[config.mk]
export PLATFORM = sky130hd
export DESIGN_NAME = button_press_classifier_core
export DESIGN_NICKNAME = d
export VERILOG_FILES = /design/src/bpc_pkg.sv /design/src/bpc_engine.sv /design/src/button_press_classifier_core.sv
export SDC_FILE = /design/constraint.sdc
export NUM_CORES = 1
export LEC_CHECK = 0
export ABC_AREA = 1
export BUFFER_PORTS_ARGS = -buffer_cell sky130_fd_sc_hd__buf_2
export CAP_MARGIN = 10
export CELL_PAD_IN_SITES_DETAIL_PLACEMENT = 0
export CELL_PAD_IN_SITES_GLOBAL_PLACEMENT = 1
export CORE_MARGIN = 3
export CORE_UTILIZATION = 45
export CTS_BUF_LIST = sky130_fd_sc_hd__clkbuf_8
export DETAILED_ROUTE_END_ITERATION = 8
export PLACE_DENSITY = 0.8
export RECOVER_POWER = 25
export SYNTH_ARGS = -nofsm -noshare
export SYNTH_HDL_FRONTEND = slang
export SYNTH_HIERARCHICAL = 1
export SYNTH_SLANG_ARGS = --single-unit
[constraint.sdc]
create_clock -name clock -period 6.9 [get_ports clock]
set_input_delay 1.38 -clock clock [delete_from_list [all_inputs] [get_ports clock]]
set_output_delay 1.38 -clock clock [all_outputs]
set_load 0.005 [all_outputs]
[src/bpc_pkg.sv]
// Package for the button press classifier: event codes, register map and config type.
package bpc_pkg;

   // Event codes carried on the result channel.
   localparam logic [1:0] EV_NONE   = 2'd0;
   localparam logic [1:0] EV_SHORT  = 2'd1;
   localparam logic [1:0] EV_LONG   = 2'd2;
   localparam logic [1:0] EV_DOUBLE = 2'd3;

   // Register indexes on the configuration port.
   localparam logic [1:0] REG_DEBOUNCE = 2'd0;
   localparam logic [1:0] REG_LONG     = 2'd1;
   localparam logic [1:0] REG_DOUBLE   = 2'd2;
   localparam logic [1:0] REG_MASK     = 2'd3;

   // Reset values of the registers.
   localparam logic [15:0] DEBOUNCE_RESET = 16'd40;
   localparam logic [15:0] LONG_RESET     = 16'd1500;
   localparam logic [15:0] DOUBLE_RESET   = 16'd400;
   localparam logic [7:0]  MASK_RESET     = 8'hFF;

   // Press tally saturates here.
   localparam logic [1:0] TALLY_MAX = 2'd3;
   localparam logic [1:0] TALLY_DOUBLE = 2'd2;

   // Configuration handed from the register file to the classifier.
   typedef struct packed {
      logic [15:0] debounce_time;
      logic [15:0] long_press_time;
      logic [15:0] double_press_window;
      logic [7:0]  supported_mask;
   } cfg_type;

endpackage

[src/bpc_engine.sv]
// Debounce and press classification state with its next-state logic.
module bpc_engine (
   input  logic                 clock,
   input  logic                 reset,
   input  logic                 fire,
   input  bpc_pkg::cfg_type     cfg,
   input  logic [7:0]           present_mask,
   input  logic                 sample_valid,
   input  logic [7:0]           button_bits,
   input  logic [31:0]          now_time,
   output logic [1:0]           press_event
);
   import bpc_pkg::*;

   logic        raw_level_ff, raw_level_in;
   logic [31:0] raw_change_time_ff, raw_change_time_in;
   logic        stable_level_ff, stable_level_in;
   logic [31:0] press_start_time_ff, press_start_time_in;
   logic [1:0]  press_tally_ff, press_tally_in;
   logic [31:0] last_release_time_ff, last_release_time_in;

   logic        raw;
   logic        settled;
   logic [31:0] held;
   logic [31:0] since_release;

   // Raw level, debounce timer and classification of an accepted edge.
   always_comb begin
      raw = sample_valid && ((button_bits & present_mask & cfg.supported_mask) != 8'd0);
      raw_level_in = raw;
      raw_change_time_in = (raw != raw_level_ff) ? now_time : raw_change_time_ff;
      settled = ((now_time - raw_change_time_in) >= {16'd0, cfg.debounce_time});
      held = now_time - press_start_time_ff;
      since_release = now_time - last_release_time_ff;
      stable_level_in = stable_level_ff;
      press_start_time_in = press_start_time_ff;
      press_tally_in = press_tally_ff;
      last_release_time_in = last_release_time_ff;
      press_event = EV_NONE;
      if (settled && (raw != stable_level_ff)) begin
         stable_level_in = raw;
         if (raw) begin
            press_start_time_in = now_time;
            if (press_tally_ff != TALLY_MAX) begin
               press_tally_in = press_tally_ff + 2'd1;
            end
         end else begin
            last_release_time_in = now_time;
            priority if (held >= {16'd0, cfg.long_press_time}) begin
               press_event = EV_LONG;
               press_tally_in = 2'd0;
            end else if ((last_release_time_ff != 32'd0) &&
                         (since_release <= {16'd0, cfg.double_press_window}) &&
                         (press_tally_ff >= TALLY_DOUBLE)) begin
               press_event = EV_DOUBLE;
               press_tally_in = 2'd0;
            end else begin
               press_event = EV_SHORT;
            end
         end
      end
   end

   // State advances only when an item leaves the input register.
   always_ff @(posedge clock) begin
      if (reset) begin
         raw_level_ff <= 1'b0;
         raw_change_time_ff <= 32'd0;
         stable_level_ff <= 1'b0;
         press_start_time_ff <= 32'd0;
         press_tally_ff <= 2'd0;
         last_release_time_ff <= 32'd0;
      end else if (fire) begin
         raw_level_ff <= raw_level_in;
         raw_change_time_ff <= raw_change_time_in;
         stable_level_ff <= stable_level_in;
         press_start_time_ff <= press_start_time_in;
         press_tally_ff <= press_tally_in;
         last_release_time_ff <= last_release_time_in;
      end
   end

endmodule

[src/button_press_classifier_core.sv]
// Top level of the button press classifier: handshakes, registers and result register.
//
// Each transfer on the req_ channel is one poll of the buttons; each poll yields
// exactly one transfer on the rsp_ channel carrying 0 (none), 1 (short), 2 (long)
// or 3 (double press). A poll is held in the input register, is classified there
// against the debounce state, and moves into the result register once that one is free.
// Its result is then offered from the result register until it transfers. One poll is
// taken every cycle; the only limit is the result register, which holds its transfer
// while rsp_stall is high. Registers on the APB port lie at byte addresses 0, 4, 8 and 12;
// the user must write them only when idle, as the block does not enforce it.
module button_press_classifier_core #(
   parameter int BUTTON_COUNT = 8
) (
   input  logic        clock,
   input  logic        reset,
   input  logic        req_valid,
   output logic        req_stall,
   input  logic        req_sample_valid,
   input  logic [7:0]  req_button_bits,
   input  logic [31:0] req_now_time,
   output logic        rsp_valid,
   input  logic        rsp_stall,
   output logic [1:0]  rsp_press_event,
   input  logic        psel,
   input  logic        penable,
   input  logic        pwrite,
   input  logic [3:0]  paddr,
   input  logic [31:0] pwdata,
   output logic [31:0] prdata,
   output logic        pready
);
   import bpc_pkg::*;

   localparam logic [7:0] PRESENT_MASK =
      (BUTTON_COUNT >= 8) ? 8'hFF : 8'((9'd1 << BUTTON_COUNT) - 9'd1);

   cfg_type     cfg_ff;
   logic        cfg_write;
   logic [1:0]  reg_index;

   logic        in_valid_ff, in_valid_in;
   logic        in_sample_valid_ff;
   logic [7:0]  in_button_bits_ff;
   logic [31:0] in_now_time_ff;
   logic        out_valid_ff, out_valid_in;
   logic [1:0]  out_event_ff;
   logic        out_free;
   logic        in_move;
   logic        req_take;
   logic [1:0]  event_code;

   // Register file on the APB port.
   assign pready = 1'b1;
   assign reg_index = paddr[3:2];
   assign cfg_write = psel && penable && pwrite && pready;

   always_comb begin
      unique case (reg_index)
         REG_DEBOUNCE: prdata = {16'd0, cfg_ff.debounce_time};
         REG_LONG:     prdata = {16'd0, cfg_ff.long_press_time};
         REG_DOUBLE:   prdata = {16'd0, cfg_ff.double_press_window};
         REG_MASK:     prdata = {24'd0, cfg_ff.supported_mask};
         default:      prdata = 32'd0;
      endcase
   end

   always_ff @(posedge clock) begin
      if (reset) begin
         cfg_ff.debounce_time <= DEBOUNCE_RESET;
         cfg_ff.long_press_time <= LONG_RESET;
         cfg_ff.double_press_window <= DOUBLE_RESET;
         cfg_ff.supported_mask <= MASK_RESET;
      end else if (cfg_write) begin
         unique case (reg_index)
            REG_DEBOUNCE: cfg_ff.debounce_time <= pwdata[15:0];
            REG_LONG:     cfg_ff.long_press_time <= pwdata[15:0];
            REG_DOUBLE:   cfg_ff.double_press_window <= pwdata[15:0];
            REG_MASK:     cfg_ff.supported_mask <= pwdata[7:0];
            default:      ;
         endcase
      end
   end

   // Pipeline flow control: the input register moves when the result register frees.
   assign out_free = !out_valid_ff || !rsp_stall;
   assign in_move = in_valid_ff && out_free;
   assign req_stall = in_valid_ff && !out_free;
   assign req_take = req_valid && !req_stall;
   assign in_valid_in = req_take || (in_valid_ff && !in_move);
   assign out_valid_in = in_move || (out_valid_ff && rsp_stall);

   always_ff @(posedge clock) begin
      if (reset) begin
         in_valid_ff <= 1'b0;
         out_valid_ff <= 1'b0;
      end else begin
         in_valid_ff <= in_valid_in;
         out_valid_ff <= out_valid_in;
      end
   end

   // Payload registers capture on each transfer.
   always_ff @(posedge clock) begin
      if (req_take) begin
         in_sample_valid_ff <= req_sample_valid;
         in_button_bits_ff <= req_button_bits;
         in_now_time_ff <= req_now_time;
      end
      if (in_move) begin
         out_event_ff <= event_code;
      end
   end

   // Classifier between the input register and the result register.
   bpc_engine u_engine (
      .clock        (clock),
      .reset        (reset),
      .fire         (in_move),
      .cfg          (cfg_ff),
      .present_mask (PRESENT_MASK),
      .sample_valid (in_sample_valid_ff),
      .button_bits  (in_button_bits_ff),
      .now_time     (in_now_time_ff),
      .press_event  (event_code)
   );

   assign rsp_valid = out_valid_ff;
   assign rsp_press_event = out_event_ff;

   // An item leaving the input register is always offered at the output next.
   a_move_to_out: assert property (@(posedge clock) disable iff (reset)
      in_move |=> rsp_valid)
      else $error("item left input register without reaching the result register");

   // The input side stalls only when both registers are full and the output waits.
   a_stall_cause: assert property (@(posedge clock) disable iff (reset)
      req_stall |-> (in_valid_ff && rsp_valid && rsp_stall))
      else $error("input stalled without a full pipeline");

   // A debounce write lands in the register.
   a_cfg_write: assert property (@(posedge clock) disable iff (reset)
      (cfg_write && (reg_index == REG_DEBOUNCE)) |=>
      (cfg_ff.debounce_time == $past(pwdata[15:0])))
      else $error("debounce register write lost");

endmodule
==> run summary <==
Peak Freq -> 167.4 MHz
RSZ-0062 raised after global routing -> no
Resize count post-CTS -> 0
Wire length per cell after detailed routing -> 16.25 um
Largest net degree at the start of global routing -> 64
R2r setup slk -> 0.93 ns
Util after Layout -> 50.36%
Final cycle utilization of the critical path -> 86.59%
CTS tree -> done
Area Overhead vs Synth -> 9.507%
Crit Path Class -> flip-flop to flip-flop
Drt first pass iters -> 5
Most common cell on crit path -> nand2_2
Netlist cell types -> 50
Status -> complete, but fails checks
Iteration-0 DRC Markers -> 1118
Worst IR drop on VDD -> 0.1680 mV
Ys Warns -> 6
Synth async-reset ratio -> 0%
Number of antenna violations at the first check in global routing -> 0
Io pins -> 121
WP data required -> 7.19 ns
Dpl hpwl -> 39.03 mm
Sum Neg Setup Slack -> 0 ns
Failing checks -> capacitance limit, slew limit
Skew final -> 0.03414 ns
Drt total wl -> 48.81 mm
CTS Root Cell -> clkbuf_8
Slew HR -> -85.71%
Top_reg_cell synth -> dfxtp_1
Largest cells by area after synthesis -> dfxtp_1 (20%), nand2_1 (15%), ha_1 (11%)
Final Slew Violations -> 146
Power per cell area -> 209.0 nW/um^2
Global Route Usage Sum -> 25.02%
DR vias -> 15590
Pre-CTS WS -> 1.097 ns
First-pass GRT wire length -> 76.89 mm
TritonCTS Buffers -> 38
Crit start category -> flip-flop
Worst Slack Setup Final -> 0.9254 ns
Most frequent cells in the layout -> nand2_1 (654), inv_1 (366), nor2_1 (283)
Placed insts -> 2934
Die Y-Extent -> 194.6 um
Routability congestion estimate from global placement -> 0.9281
Crit. End Element -> flip-flop
Die area -> 37860 sq um
#FFs+latches synth -> 201
Ant. Diodes -> 0
Clock Sinks -> 201
Setup repair bufs after CTS -> 0
Vias in the first global route -> 14590
Die width -> 194.6 um
Max_cap viols -> 3
Quantity of I/O buffers inserted on ports -> 85
GRT overflow -> 0
Slew @ Worst Pin -> 2.786 ns
Sequential share of the synthesized area -> 27.83%
Min cycle time layout -> 5.975 ns
Crit path DAT -> 6.27 ns
Finished Layout Cells -> 3004
CP max stage cell -> fa_1
Area share of the largest cell type after synthesis -> 19.76%
Hold_buf cts -> 0
Initial core utilization -> 45.99%
Final setup viols -> 0
# DRC -> 0
Yosys top cell by area -> dfxtp_1
Cell count after synthesis -> 2433
Cell row count -> 68
Final #Nets -> 2746
Design Power -> 3.662 mW
HP Class -> flip-flop to flip-flop
Clock Path Buffers -> 3
Skew-Pair Late Insertion Delay -> 0.57 ns
Synth Area per Inst -> 6.578 sq um
Synthesized cell area -> 16000 sq um
Dpl cell area -> 16740 sq um
Crit path max fanout -> 33
Cell area after layout -> 17530 sq um
# H-tree levels -> 2
Register clock-pin slew on the reported worst setup and hold paths -> 0.06 ns
Final Hold Viols -> 0
CP max stage delay -> 0.48 ns
Antenna violation net count after detailed routing -> 0
Share of cells above drive strength 1 -> 8.317%
EDFF count, synth -> 43
Vias/cell -> 5.190
Most common cell after layout, fill and taps aside -> nand2_1
Hold WS -> 0.4664 ns
Core Area -> 34800 sq um
Leak -> 8.554 nW
registers in the layout (all words and copies together), names as in the netlist:
signal,flops
rsp_press_event,2
u_engine/raw_change_time_ff,32
rsp_valid,1
u_engine/press_start_time_ff,32
u_engine/stable_level_ff,1
in_now_time_ff,32
cfg_ff,56
u_engine/raw_level_ff,1
in_valid_ff,1
in_sample_valid_ff,1
u_engine/last_release_time_ff,32
u_engine/press_tally_ff,2
in_button_bits_ff,8
critical path, delay by kind of cell (launching register included):
family          cells  cell delay, ns
buf+inv             4            0.71
compound gates      6            1.09
simple gates       20            2.52
xor+xnor            1            0.23
flops               1            0.35
fa+ha+maj           2            0.75
final timing paths:
check                                        start                                end  cells after the start
setup / recovery              in_button_bits_ff[4]  u_engine/last_release_time_ff[15]                     33
hold reg to reg   u_engine/last_release_time_ff[2]   u_engine/last_release_time_ff[2]                      2
hold / removal    u_engine/last_release_time_ff[2]   u_engine/last_release_time_ff[2]                      2
setup reg to reg              in_button_bits_ff[4]  u_engine/last_release_time_ff[15]                     33
where the power goes:
group / total [mW] / switching (mW) / internal [mW]
Combinational: 1.14 / 0.733 / 0.403
Sequential: 1.31 / 0.0562 / 1.26
Clock: 1.21 / 0.539 / 0.675
cell usage after synthesis, types with 11 or more instances:
cell      number
a21oi_1      160
a21oi_2       11
a31oi_1       11
buf_2         12
buf_4         27
clkbuf_1      23
dfxtp_1      158
edfxtp_1      43
ha_1         140
inv_1        355
mux2i_1       22
nand2_1      654
nand2_2       15
nand3_1      157
nand3b_1      11
nand4_1       52
nor2_1       285
nor3_1        17
o211ai_1      26
o21ai_0       80
o21bai_1      11
xnor2_1       16
xor2_1        46
per-layer routing:
metal  wire (um)  track usage [%]
met1       23500            35.65
met2       22050            40.47
met3        2211            2.791
met4        1054            6.489
met5           0                0
kinds of logic (layout without fill, tap and decap cells):
logic type	Yosys count	after routing	share of synthesized area, %
and+or+nand+nor	1225	1225	32.37
other	2	25	0.04693
DFF	201	201	27.83
buffers and inverters	437	530	11.37
muxes	22	22	1.376
adders and majority gates	143	143	11.32
AOI/OAI and AO/OA	341	341	12.30
xor gates and xnor gates	62	62	3.393
final cells by class:
| cell class | instances | area, sq um |
|---|---|---|
| Fill cell | 3734 | 17270 |
| Multi-Input combinational cell | 1818 | 9833 |
| Sequential cell | 201 | 4454 |
| Inverter | 362 | 1361 |
| Clock buffer | 45 | 619.3 |
| Tap cell | 455 | 569.3 |
| Timing Repair Buffer | 98 | 510.5 |
| Clock inverter | 25 | 177.7 |
No activity file was read; power rests on OpenSTA's default activity.
